**src/weo_pkg.sv**
```systemverilog
// Shared types, widths and the arctangent table for the wheel odometry block.
`timescale 1ns / 1ps

package weo_pkg;

    // Field and register widths
    localparam int WHEEL_W   = 16;
    localparam int RADIUS_W  = 20;
    localparam int GAIN_W    = 31;
    localparam int POSE_W    = 32;
    localparam int CFG_IDX_W = 3;
    localparam int CFG_W     = 32;

    // Shared multiplier: a: wheel sum, difference, distance; b: scale factors, cos, sin
    localparam int MUL_A_W = 28;
    localparam int MUL_B_W = 32;
    localparam int PROD_W  = MUL_A_W + MUL_B_W;

    // Rotator
    localparam int CORDIC_STEPS = 16;
    localparam int STEP_W       = 5;
    localparam logic [STEP_W-1:0] LAST_STEP = STEP_W'(CORDIC_STEPS - 1);
    localparam logic signed [31:0] CORDIC_GAIN_Q30 = 32'sd652032874;

    // Register reset values
    localparam logic [RADIUS_W-1:0] RADIUS_RESET = 20'd21496;
    localparam logic [GAIN_W-1:0]   GAIN_RESET   = 31'd245843627;

    // arctan(2^-i) in 2^-32 turn
    localparam logic [31:0] ATAN_TURNS [32] = '{
        32'h20000000, 32'h12E4051E, 32'h09FB385B, 32'h051111D4,
        32'h028B0D43, 32'h0145D7E1, 32'h00A2F61E, 32'h00517C55,
        32'h0028BE53, 32'h00145F2F, 32'h000A2F98, 32'h000517CC,
        32'h00028BE6, 32'h000145F3, 32'h0000A2F9, 32'h0000517D,
        32'h000028BE, 32'h0000145F, 32'h00000A30, 32'h00000518,
        32'h0000028C, 32'h00000146, 32'h000000A3, 32'h00000051,
        32'h00000029, 32'h00000014, 32'h0000000A, 32'h00000005,
        32'h00000003, 32'h00000001, 32'h00000001, 32'h00000000
    };

    // Configuration register indexes
    typedef enum logic [CFG_IDX_W-1:0] {
        REG_WHEEL_RADIUS   = 3'd0,
        REG_TURN_GAIN      = 3'd1,
        REG_ORIGIN_X       = 3'd2,
        REG_ORIGIN_Y       = 3'd3,
        REG_ORIGIN_HEADING = 3'd4
    } cfg_reg_t;

    // Request opcodes
    typedef enum logic {
        OP_UPDATE  = 1'b0,
        OP_RESTART = 1'b1
    } op_t;

    // Heading quadrant
    typedef enum logic [1:0] {
        QUAD_0   = 2'd0,
        QUAD_90  = 2'd1,
        QUAD_180 = 2'd2,
        QUAD_270 = 2'd3
    } quad_t;

    // Sequencer states
    typedef enum logic [2:0] {
        ST_IDLE,
        ST_DIST,
        ST_TURN,
        ST_ROT,
        ST_MULX,
        ST_MULY,
        ST_UPD,
        ST_FINISH
    } state_t;

    // Rotator control from the sequencer
    typedef struct packed {
        logic load;
        logic step;
    } cordic_ctrl_t;

endpackage

```
**src/weo_mul.sv**
```systemverilog
// Shared signed multiplier with registered product.
`timescale 1ns / 1ps

module weo_mul (
    input  logic                                  clk,
    input  logic                                  en,
    input  logic signed [weo_pkg::MUL_A_W-1:0]    a,
    input  logic signed [weo_pkg::MUL_B_W-1:0]    b,
    output logic signed [weo_pkg::PROD_W-1:0]     prod
);
    import weo_pkg::*;

    logic signed [PROD_W-1:0] prod_reg;
    logic signed [PROD_W-1:0] prod_next;

    // One product per enabled cycle
    always_comb
    begin
        prod_next = PROD_W'(a) * PROD_W'(b);
    end

    always_ff @(posedge clk)
    begin
        if (en)
        begin
            prod_reg <= prod_next;
        end
    end

    assign prod = prod_reg;

endmodule

```
**src/weo_cordic.sv**
```systemverilog
// Iterative CORDIC rotator: one micro-rotation per step, quadrant fold on the output.
`timescale 1ns / 1ps

module weo_cordic (
    input  logic                    clk,
    input  logic                    rst_n,
    input  weo_pkg::cordic_ctrl_t   ctrl,
    input  logic [31:0]             heading,
    output logic                    last,
    output logic signed [31:0]      cos_q30,
    output logic signed [31:0]      sin_q30
);
    import weo_pkg::*;

    logic signed [31:0] x_reg, x_next;
    logic signed [31:0] y_reg, y_next;
    logic signed [31:0] z_reg, z_next;
    quad_t              quad_reg, quad_next;
    logic [STEP_W-1:0]  cnt_reg, cnt_next;

    logic [31:0]        h_bias;
    logic signed [31:0] xs, ys, ang;

    // Load: split heading into quadrant and residual; step: one rotation
    always_comb
    begin
        h_bias    = heading + 32'h2000_0000;
        xs        = x_reg >>> cnt_reg;
        ys        = y_reg >>> cnt_reg;
        ang       = $signed(ATAN_TURNS[cnt_reg]);
        x_next    = x_reg;
        y_next    = y_reg;
        z_next    = z_reg;
        quad_next = quad_reg;
        cnt_next  = cnt_reg;
        if (ctrl.load)
        begin
            quad_next = quad_t'(h_bias[31:30]);
            z_next    = $signed(heading - {h_bias[31:30], 30'b0});
            x_next    = CORDIC_GAIN_Q30;
            y_next    = 32'sd0;
            cnt_next  = '0;
        end
        else if (ctrl.step)
        begin
            if (!z_reg[31])
            begin
                x_next = x_reg - ys;
                y_next = y_reg + xs;
                z_next = z_reg - ang;
            end
            else
            begin
                x_next = x_reg + ys;
                y_next = y_reg - xs;
                z_next = z_reg + ang;
            end
            cnt_next = cnt_reg + STEP_W'(1);
        end
    end

    // Step counter is control; the datapath needs no reset
    always_ff @(posedge clk or negedge rst_n)
    begin
        if (!rst_n)
        begin
            cnt_reg <= '0;
        end
        else
        begin
            cnt_reg <= cnt_next;
        end
    end

    always_ff @(posedge clk)
    begin
        x_reg    <= x_next;
        y_reg    <= y_next;
        z_reg    <= z_next;
        quad_reg <= quad_next;
    end

    assign last = (cnt_reg == LAST_STEP);

    // Rotate the first-quadrant result back by whole quarter turns
    always_comb
    begin
        case (quad_reg)
            QUAD_0:
            begin
                cos_q30 = x_reg;
                sin_q30 = y_reg;
            end
            QUAD_90:
            begin
                cos_q30 = -y_reg;
                sin_q30 = x_reg;
            end
            QUAD_180:
            begin
                cos_q30 = -x_reg;
                sin_q30 = -y_reg;
            end
            QUAD_270:
            begin
                cos_q30 = y_reg;
                sin_q30 = -x_reg;
            end
            default:
            begin
                cos_q30 = x_reg;
                sin_q30 = y_reg;
            end
        endcase
    end

endmodule

```
**src/wheel_encoder_odometry_top.sv**
```systemverilog
// Top level of the differential-drive odometry block: sequencer, pose state and registers.
`timescale 1ns / 1ps

// Dead-reckoning pose tracker. A request with op = update adds the wheel
// travel to the pose; op = restart loads the pose from the origin registers.
// Every request returns one result, the pose after it. An update request
// runs through DIST, TURN, ROT, MULX, MULY, UPD and FINISH before in_ready
// is high again: the iterative CORDIC rotator steps in ROT, and the rest is
// four passes through the one shared multiplier, the pose update and the
// load of the output register. A restart request goes from IDLE to FINISH.
// The result goes to an output register, so a new request is taken while the
// previous result still waits; the sequencer only holds in its last state if
// that register is still full, which delays the return to idle.
// Configuration writes take effect at once and should happen while idle.
module wheel_encoder_odometry_top (
    input  logic                                 clk,
    input  logic                                 rst_n,
    // configuration
    input  logic                                 cfg_we,
    input  logic [weo_pkg::CFG_IDX_W-1:0]        cfg_index,
    input  logic [weo_pkg::CFG_W-1:0]            cfg_data,
    // request channel
    input  logic                                 in_valid,
    output logic                                 in_ready,
    input  logic                                 op,
    input  logic signed [weo_pkg::WHEEL_W-1:0]   left_wheel_delta,
    input  logic signed [weo_pkg::WHEEL_W-1:0]   right_wheel_delta,
    // result channel
    output logic                                 out_valid,
    input  logic                                 out_ready,
    output logic signed [weo_pkg::POSE_W-1:0]    pose_x,
    output logic signed [weo_pkg::POSE_W-1:0]    pose_y,
    output logic [weo_pkg::POSE_W-1:0]           pose_heading
);
    import weo_pkg::*;

    // Configuration registers
    logic [RADIUS_W-1:0]      radius_reg;
    logic [GAIN_W-1:0]        gain_reg;
    logic signed [POSE_W-1:0] origin_x_reg;
    logic signed [POSE_W-1:0] origin_y_reg;
    logic [POSE_W-1:0]        origin_heading_reg;

    // Pose state
    logic signed [POSE_W-1:0] pos_x_reg, pos_x_next;
    logic signed [POSE_W-1:0] pos_y_reg, pos_y_next;
    logic [POSE_W-1:0]        heading_reg, heading_next;

    // Working registers
    state_t                    state_reg, state_next;
    logic signed [WHEEL_W-1:0] left_reg, right_reg;
    logic signed [MUL_A_W-1:0] dist_reg, dist_next;
    logic [POSE_W-1:0]         dh_reg, dh_next;

    // Output register
    logic                     out_valid_reg, out_valid_next;
    logic signed [POSE_W-1:0] out_x_reg, out_x_next;
    logic signed [POSE_W-1:0] out_y_reg, out_y_next;
    logic [POSE_W-1:0]        out_h_reg, out_h_next;

    // Shared units
    logic                      mul_en;
    logic signed [MUL_A_W-1:0] mul_a;
    logic signed [MUL_B_W-1:0] mul_b;
    logic signed [PROD_W-1:0]  prod;
    cordic_ctrl_t              cordic_ctrl;
    logic                      cordic_last;
    logic signed [31:0]        cos_q30, sin_q30;

    logic                      in_fire;
    logic                      out_fire;
    logic signed [WHEEL_W:0]   wheel_sum, wheel_diff;
    logic signed [PROD_W-1:0]  prod_rnd9, prod_rnd12, prod_rnd34;
    logic signed [POSE_W:0]    sat_sum;

    assign in_fire  = in_valid && in_ready;
    assign out_fire = out_valid_reg && out_ready;

    weo_mul u_mul (
        .clk  (clk),
        .en   (mul_en),
        .a    (mul_a),
        .b    (mul_b),
        .prod (prod)
    );

    weo_cordic u_cordic (
        .clk     (clk),
        .rst_n   (rst_n),
        .ctrl    (cordic_ctrl),
        .heading (heading_reg),
        .last    (cordic_last),
        .cos_q30 (cos_q30),
        .sin_q30 (sin_q30)
    );

    // Configuration writes
    always_ff @(posedge clk or negedge rst_n)
    begin
        if (!rst_n)
        begin
            radius_reg         <= RADIUS_RESET;
            gain_reg           <= GAIN_RESET;
            origin_x_reg       <= '0;
            origin_y_reg       <= '0;
            origin_heading_reg <= '0;
        end
        else if (cfg_we)
        begin
            case (cfg_index)
                REG_WHEEL_RADIUS:   radius_reg         <= cfg_data[RADIUS_W-1:0];
                REG_TURN_GAIN:      gain_reg           <= cfg_data[GAIN_W-1:0];
                REG_ORIGIN_X:       origin_x_reg       <= $signed(cfg_data);
                REG_ORIGIN_Y:       origin_y_reg       <= $signed(cfg_data);
                REG_ORIGIN_HEADING: origin_heading_reg <= cfg_data;
                default:            ;
            endcase
        end
    end

    // Wheel sum and difference, roundings of the product register
    always_comb
    begin
        wheel_sum  = (WHEEL_W+1)'(left_reg) + (WHEEL_W+1)'(right_reg);
        wheel_diff = (WHEEL_W+1)'(right_reg) - (WHEEL_W+1)'(left_reg);
        prod_rnd9  = prod + PROD_W'(256);
        prod_rnd12 = prod + PROD_W'(2048);
        prod_rnd34 = prod + (PROD_W'(1) <<< 33);
    end

    // Sequencer: next state, multiplier operands, rotator control, pose and output updates
    always_comb
    begin
        state_next     = state_reg;
        pos_x_next     = pos_x_reg;
        pos_y_next     = pos_y_reg;
        heading_next   = heading_reg;
        dist_next      = dist_reg;
        dh_next        = dh_reg;
        out_valid_next = out_valid_reg;
        out_x_next     = out_x_reg;
        out_y_next     = out_y_reg;
        out_h_next     = out_h_reg;
        mul_en         = 1'b0;
        mul_a          = MUL_A_W'(wheel_sum);
        mul_b          = MUL_B_W'(radius_reg);
        cordic_ctrl    = '0;
        in_ready       = (state_reg == ST_IDLE);
        sat_sum        = (POSE_W+1)'(pos_x_reg) + (POSE_W+1)'($signed(prod_rnd34[PROD_W-1:34]));

        if (out_fire)
        begin
            out_valid_next = 1'b0;
        end

        case (state_reg)
            ST_IDLE:
            begin
                if (in_fire)
                begin
                    if (op == OP_RESTART)
                    begin
                        pos_x_next   = origin_x_reg;
                        pos_y_next   = origin_y_reg;
                        heading_next = origin_heading_reg;
                        state_next   = ST_FINISH;
                    end
                    else
                    begin
                        state_next = ST_DIST;
                    end
                end
            end
            ST_DIST:
            begin
                // (L + R) * radius; start the rotator on the old heading
                mul_en           = 1'b1;
                cordic_ctrl.load = 1'b1;
                state_next       = ST_TURN;
            end
            ST_TURN:
            begin
                // (R - L) * turn gain; distance rounded to 2^-24 m
                mul_en     = 1'b1;
                mul_a      = MUL_A_W'(wheel_diff);
                mul_b      = MUL_B_W'(gain_reg);
                dist_next  = prod_rnd9[MUL_A_W+8:9];
                state_next = ST_ROT;
            end
            ST_ROT:
            begin
                cordic_ctrl.step = 1'b1;
                dh_next          = prod_rnd12[POSE_W+11:12];
                if (cordic_last)
                begin
                    state_next = ST_MULX;
                end
            end
            ST_MULX:
            begin
                mul_en     = 1'b1;
                mul_a      = dist_reg;
                mul_b      = cos_q30;
                state_next = ST_MULY;
            end
            ST_MULY:
            begin
                mul_en = 1'b1;
                mul_a  = dist_reg;
                mul_b  = sin_q30;
                // saturating x update from d * cos
                if (sat_sum[POSE_W] != sat_sum[POSE_W-1])
                begin
                    pos_x_next = sat_sum[POSE_W] ? {1'b1, {(POSE_W-1){1'b0}}}
                                                 : {1'b0, {(POSE_W-1){1'b1}}};
                end
                else
                begin
                    pos_x_next = sat_sum[POSE_W-1:0];
                end
                state_next = ST_UPD;
            end
            ST_UPD:
            begin
                // saturating y update from d * sin, heading wraps
                sat_sum = (POSE_W+1)'(pos_y_reg)
                        + (POSE_W+1)'($signed(prod_rnd34[PROD_W-1:34]));
                if (sat_sum[POSE_W] != sat_sum[POSE_W-1])
                begin
                    pos_y_next = sat_sum[POSE_W] ? {1'b1, {(POSE_W-1){1'b0}}}
                                                 : {1'b0, {(POSE_W-1){1'b1}}};
                end
                else
                begin
                    pos_y_next = sat_sum[POSE_W-1:0];
                end
                heading_next = heading_reg + dh_reg;
                state_next   = ST_FINISH;
            end
            ST_FINISH:
            begin
                // wait for a free output register
                if (!out_valid_reg || out_ready)
                begin
                    out_valid_next = 1'b1;
                    out_x_next     = pos_x_reg;
                    out_y_next     = pos_y_reg;
                    out_h_next     = heading_reg;
                    state_next     = ST_IDLE;
                end
            end
            default:
            begin
                state_next = ST_IDLE;
            end
        endcase
    end

    // Control and pose state
    always_ff @(posedge clk or negedge rst_n)
    begin
        if (!rst_n)
        begin
            state_reg     <= ST_IDLE;
            out_valid_reg <= 1'b0;
            pos_x_reg     <= '0;
            pos_y_reg     <= '0;
            heading_reg   <= '0;
        end
        else
        begin
            state_reg     <= state_next;
            out_valid_reg <= out_valid_next;
            pos_x_reg     <= pos_x_next;
            pos_y_reg     <= pos_y_next;
            heading_reg   <= heading_next;
        end
    end

    // Payload registers
    always_ff @(posedge clk)
    begin
        if (in_fire)
        begin
            left_reg  <= left_wheel_delta;
            right_reg <= right_wheel_delta;
        end
        dist_reg  <= dist_next;
        dh_reg    <= dh_next;
        out_x_reg <= out_x_next;
        out_y_reg <= out_y_next;
        out_h_reg <= out_h_next;
    end

    assign out_valid    = out_valid_reg;
    assign pose_x       = out_x_reg;
    assign pose_y       = out_y_reg;
    assign pose_heading = out_h_reg;

    // A restart request loads the origin heading into the pose
    a_restart_load: assert property (@(posedge clk) disable iff (!rst_n)
        in_fire && (op == OP_RESTART) |=> heading_reg == $past(origin_heading_reg))
        else $error("restart did not load origin heading");

    // Heading moves only on a restart or in the update state
    a_heading_hold: assert property (@(posedge clk) disable iff (!rst_n)
        !in_fire && (state_reg != ST_UPD) |=> $stable(heading_reg))
        else $error("heading changed outside an update");

    // The rotator has run all its steps before the x product is formed
    a_rot_done: assert property (@(posedge clk) disable iff (!rst_n)
        state_reg == ST_MULX |-> $past(state_reg) == ST_ROT && $past(cordic_last))
        else $error("x product started before rotation finished");

endmodule
```
**config.mk**
```make
export PLATFORM = sky130hd
export DESIGN_NAME = wheel_encoder_odometry_top
export DESIGN_NICKNAME = d
export VERILOG_FILES = /design/src/weo_pkg.sv /design/src/weo_mul.sv /design/src/weo_cordic.sv /design/src/wheel_encoder_odometry_top.sv
export SDC_FILE = /design/constraint.sdc
export NUM_CORES = 2
export LEC_CHECK = 0
export BUFFER_PORTS_ARGS = -buffer_cell sky130_fd_sc_hd__buf_2
export CAP_MARGIN = 5
export CELL_PAD_IN_SITES_DETAIL_PLACEMENT = 0
export CELL_PAD_IN_SITES_GLOBAL_PLACEMENT = 1
export CORE_AREA = 2 2 389 391
export CTS_BUF_LIST = sky130_fd_sc_hd__clkbuf_8
export DETAILED_ROUTE_END_ITERATION = 6
export DIE_AREA = 0 0 391 393
export PLACE_DENSITY = 0.91
export SYNTH_ARGS = -nofsm -noshare
export SYNTH_HDL_FRONTEND = slang
export SYNTH_HIERARCHICAL = 1
export SYNTH_SLANG_ARGS = --single-unit
```
**constraint.sdc**
```tcl
create_clock -name clk -period 14.66 [get_ports clk]
set_clock_uncertainty 0.05 [all_clocks]
set_input_delay 2.932 -clock clk [delete_from_list [all_inputs] [get_ports clk]]
set_output_delay 2.932 -clock clk [all_outputs]
set_load 0.005 [all_outputs]
```
Word level (Yosys, flattened, before mapping)
Memories as Yosys holds them, arrays and structs flattened.
Cells that the tools add are included.
W data, S select, Z words.
{ "word_totals": {"reg_bits": 598, "romBits": 1024, "input_bits": 73, "out_inout_bits": 98, "elab_cells": 127, "n_memories": 1} }
{ "memory_table": {"columns": ["name", "depth", "width", "read_ports", "rd_clocked_by_memory_dff", "wr", "line_no", "text"], "rows": [
  ["(name not given)", 32, 32, 1, 0, 0, "weo_cordic.sv:30", "ang = $signed(ATAN_TURNS[cnt_reg]);"]
]} }
{ "classes": {"addsub": 19, "multipliers": 1, "order_cmp": 1, "n_eq_ne": 21, "shifts": 2, "muxes": 37, "bitwise": 1, "n_reduce_logical": 21} }
{ "op_table": {"columns": ["op", "n"], "rows": [
  ["$mux W32", 17],
  ["$pmux W32 S4", 2],
  ["$pmux W32 S2", 3],
  ["$add A32 B32 Y32", 4],
  ["$sub A32 B32 Y32", 4],
  ["$pmux W32 S3", 1],
  ["$add A32 B26 Y33", 2],
  ["$neg A32 Y32", 2],
  ["$sshr A32 B5 Y32", 2],
  ["$add A60 B35 Y60 const B", 1],
  ["$mul A28 B32 Y60", 1],
  ["$pmux W28 S2", 1],
  ["$add A44 B13 Y44 const B", 1],
  ["$add A37 B10 Y37 const B", 1],
  ["$add A32 B30 Y32 const B", 1],
  ["$pmux W3 S8", 1],
  ["$add A16 B16 Y17", 1],
  ["$sub A16 B16 Y17", 1],
  ["$eq A3 B3 Y1 const B", 5],
  ["$eq A3 B2 Y1 const B", 4],
  ["$mux W3", 4],
  ["$reduce_and A2 Y1", 6],
  ["$mux W5", 2],
  ["$reduce_and A3 Y1", 3],
  ["other kinds (19)", 33]
]} }

Depth between registers and ports, before layout
{ "logic_depth": {"ltp_word": 8, "ltp_mapped": 42, "ltp_nobuf": 40} }

Cells and area by module
The synthesis kept the hierarchy.
{ "modules_own_cells": {"columns": ["mod", "instances", "cells_each", "area_per_inst_um2", "seq_area_each_um2"], "rows": [
  ["weo_mul", 1, 3483, 33612.2, 1801.7],
  ["wheel_encoder_odometry_top", 1, 2333, 24728.7, 11857.6],
  ["weo_cordic", 1, 2467, 18828.1, 2427.3]
]} }

Worst setup path before layout
Ideal clock, no wire load.
{ "synth_timing": {"path_type": "register to register", "startpoint": "reg u_cordic.y_reg[6]", "endpoint": "reg u_mul.prod_reg[52] (netlist: u_mul/prod[52]) (data pin)", "setup_time_ps": 260, "arrival_ps": 10395, "t_required_ps": 14350, "setup_slack_ps": 3955, "stages_incl_launch_ff": 41, "n_path_buf": 3, "period_less_slack_ps": 10705, "cell_sequence": "dfxtp_1 clkbuf_1 or4_1 nor4_2 nand4_1 or2_2 or3_1 or3_1 nor3_1 nor2_1 xnor2_1 a21oi_1 mux2i_1 nor2_1 clkbuf_1 clkbuf_1 nand2_1 inv_1 [... 5 more ...] fa_1 inv_1 fa_1 inv_1 fa_1 inv_1 fa_1 inv_1 ha_1 ha_1 a2111oi_0 nand2_1 o211ai_1 o21ai_0 a21oi_1 o211ai_1 a21oi_1 xnor2_1"} }
{ "synth_via": {"elab_chain_cells": 4, "elab_cells_between_ends": 5, "classes_between": "1 x add/sub; 1 x mul; 3 x mux"} }
{ "synth_lines": {"columns": ["element", "line_no", "text"], "rows": [
  ["start: declaration", "weo_cordic.sv:16", "logic signed [31:0] y_reg, y_next;"],
  ["start signal: assignment", "weo_cordic.sv:78", "y_reg <= y_next;"],
  ["$neg A32 Y32", "weo_cordic.sv:96", "cos_q30 = -y_reg;"],
  ["$pmux W32 S4", "weo_cordic.sv:88", "case (quad_reg)"],
  ["via cos_q30[31]", "wheel_encoder_odometry_top.sv:68", "logic signed [31:0] cos_q30, sin_q30;"],
  ["$pmux W32 S3", "wheel_encoder_odometry_top.sv:156", "case (state_reg)"],
  ["via mul_b[31]", "wheel_encoder_odometry_top.sv:64", "logic signed [MUL_B_W-1:0] mul_b;"],
  ["$mul A28 B32 Y60", "weo_mul.sv:19", "prod_next = PROD_W'(a) * PROD_W'(b);"],
  ["via u_mul.prod_next[52]", "weo_mul.sv:14", "logic signed [PROD_W-1:0] prod_next;"],
  ["end signal: assignment", "weo_mul.sv:26", "prod_reg <= prod_next;"],
  ["end: declaration", "weo_mul.sv:13", "logic signed [PROD_W-1:0] prod_reg;"]
]} }
The timed path passes the listed nets, and every way through them passes these cells.
A chain may end at the register's enable or synchronous reset.

Final worst setup path
Ends and elaborated chain as after synthesis.

==> impl_metrics.py <==
metrics = {
    "detailed_routing": {
        "antenna_left": 0,
        "vias": 62580,
        "viasPerCell": 6.14,
        "post-route-drc-count": 0,
        "wl_per_cell_um": 24.4,
        "drt_iter0_drc": 5812,
        "routed_wirelength_um": 248000,
        "first_pass_iters": 6,
    },
    "clocking": {
        "postCtsSetupRepairBufs": 0,
        "root_buffer": "clkbuf_8",
        "tritoncts": "done",
        "cts_resized": 0,
        "htreeDepth": 3,
        "ctsHoldBuffers": 0,
        "insertion_delay_ns": 0.83,
        "cts_sinks": 590,
        "numCtsBuffers": 96,
        "clk_pin_slew_worst_paths_ns": 0.07,
        "clockBufferDepth": 3,
    },
    "die": {
        "rows": 142,
        "initial_core_util": 0.515,
        "die_h_um": 393,
        "die_x_um": 391,
        "die_area_mm2": 0.154,
        "pin_count": 171,
        "coreArea_mm2": 0.149,
    },
    "flow_run": {
        "maxCapViolCount": 0,
    },
    "sta": {
        "setup_viol": 0,
        "tightestPinTransition_ns": 1.22,
        "layout_min_cycle_time_ns": 12.31,
        "rsz0062_at_grt": "no",
        "drv_slew": 0,
        "finalSetupTns_ns": 0,
        "post-route-period-util": 0.840,
        "finalHoldViolations": 0,
        "timing.slew.headroom": 0.182,
        "max_freq_ghz": 0.0812,
    },
    "cells_and_area": {
        "seq_area_mm2": 0.0159,
        "layout.nets": 9604,
        "area_delta_synth_final_pct": 5.59,
        "largest_register_ffs": 52,
        "multi_input_area_mm2": 0.0554,
        "drive_above_1_share": 0.108,
        "n_fill_cell": 13340,
    },
    "min_path": {
        "hold_class": "flop to flop",
    },
    "logic_synthesis": {
        "syn_area_mm2": 0.0769,
        "syn_nets": 9721,
        "synth_cells": 8273,
        "yosys_warnings": 6,
        "avgSynthCellArea_um2": 9.30,
    },
    "global_routing": {
        "grt-ovfl-total": 0,
        "grt_pass1_vias": 63041,
        "grt_pass1_wl_um": 378000,
        "gr-usage-all-layers": 0.321,
        "antenna_found_initial": 17,
        "grt_max_degree": 89,
    },
    "setup_path": {
        "slowest_delay_ns": 0.90,
        "cp.required_ns": 15.17,
        "path_class": "flop to flop",
        "slowest_stage": "fa_1",
        "path_max_fanout": 28,
        "cp.arrival_ns": 12.83,
        "cp-start-kind": "flop",
        "end_kind": "flop",
    },
    "placed_design": {
        "numPortBuffers": 170,
        "finalWeightedCongestion": 0.996,
        "post-dp-hpwl_um": 185000,
    },
    "outcome": {
        "outcome": "complete, no violations",
    },
}
final cells by class:
type	count	area share
diodes	16	0.000493
clock buffers	98	0.0166
clock inverters	83	0.00775
inverters	974	0.0450
multi-input cells	6199	0.683
flip-flops and latches	590	0.195
well taps	1944	0.0299
repair buffers	295	0.0221
cell usage in the layout, fill, tap and decap left out, drive strengths merged, types with 70 or more instances in the layout:
cell,count
mux2,193
nand3,112
nand2,906
and2,491
inv,1014
a21o,106
xnor2,296
o21ai,359
xor2,167
edfxtp,274
clkbuf,98
a21oi,428
ha,440
nor3,126
nor2,463
a31oi,70
mux4,75
dfrtp,227
fa,935
mux2i,118
buf,295
layer usage:
metal	GRT usage	share of wire	wire (µm)	vias to the layer above
li1	-	-	-	27421
met1	0.419	0.40	98400	31465
met2	0.519	0.47	116000	3029
met3	0.0575	0.086	21300	655
met4	0.157	0.052	12800	10
met5	0	0.00022	54	-
per-stage QoR:
| step | hold slack, ns | worst slack (ns) | utilization | cell area [µm²] | std cells |
|---|---|---|---|---|---|
| after floorplan | 0.403 | 3.96 | - | 76900 | 8273 |
| after global placement | 0.422 | 2.31 | 0.531 | 79200 | 10001 |
| after detailed placement | 0.422 | 2.34 | 0.531 | 79200 | 10001 |
| after CTS | 0.416 | 2.33 | 0.544 | 81200 | 10182 |
| after global routing | 0.449 | 1.71 | 0.544 | 81200 | 10187 |
| final | 0.434 | 2.35 | 0.544 | 81200 | 10199 |
worst max-delay path: cells and delay by family, from the launching register on:
family                   cells  cell delay, ns
multiplexers                 1            0.12
adder cells (fa/ha/maj)      9            4.47
AO/OA/AOI/OAI                7            1.96
buffers and inverters        8            1.57
XOR/XNOR                     2            0.24
flip-flops                   1            0.43
AND/OR/NAND/NOR             11            3.26
worst paths after layout:
path	startpoint	to	slack, ns	cells past startpoint
max reg2reg	u_cordic/y_reg[6]	u_mul/prod[52]	2.35	38
min reg2reg	pos_y_reg[4]	pose_y[4]	0.43	0
min in group asynchronous	rst_n	pos_x_reg[18]	2.05	1
min	pos_y_reg[4]	pose_y[4]	0.43	0
max in group asynchronous	rst_n	u_cordic/cnt_reg[0]	10.38	3
max	u_cordic/y_reg[6]	u_mul/prod[52]	2.35	38
Power is not shown: default switching activity piles up to over one toggle a cycle in this logic, so the estimate is an artifact.
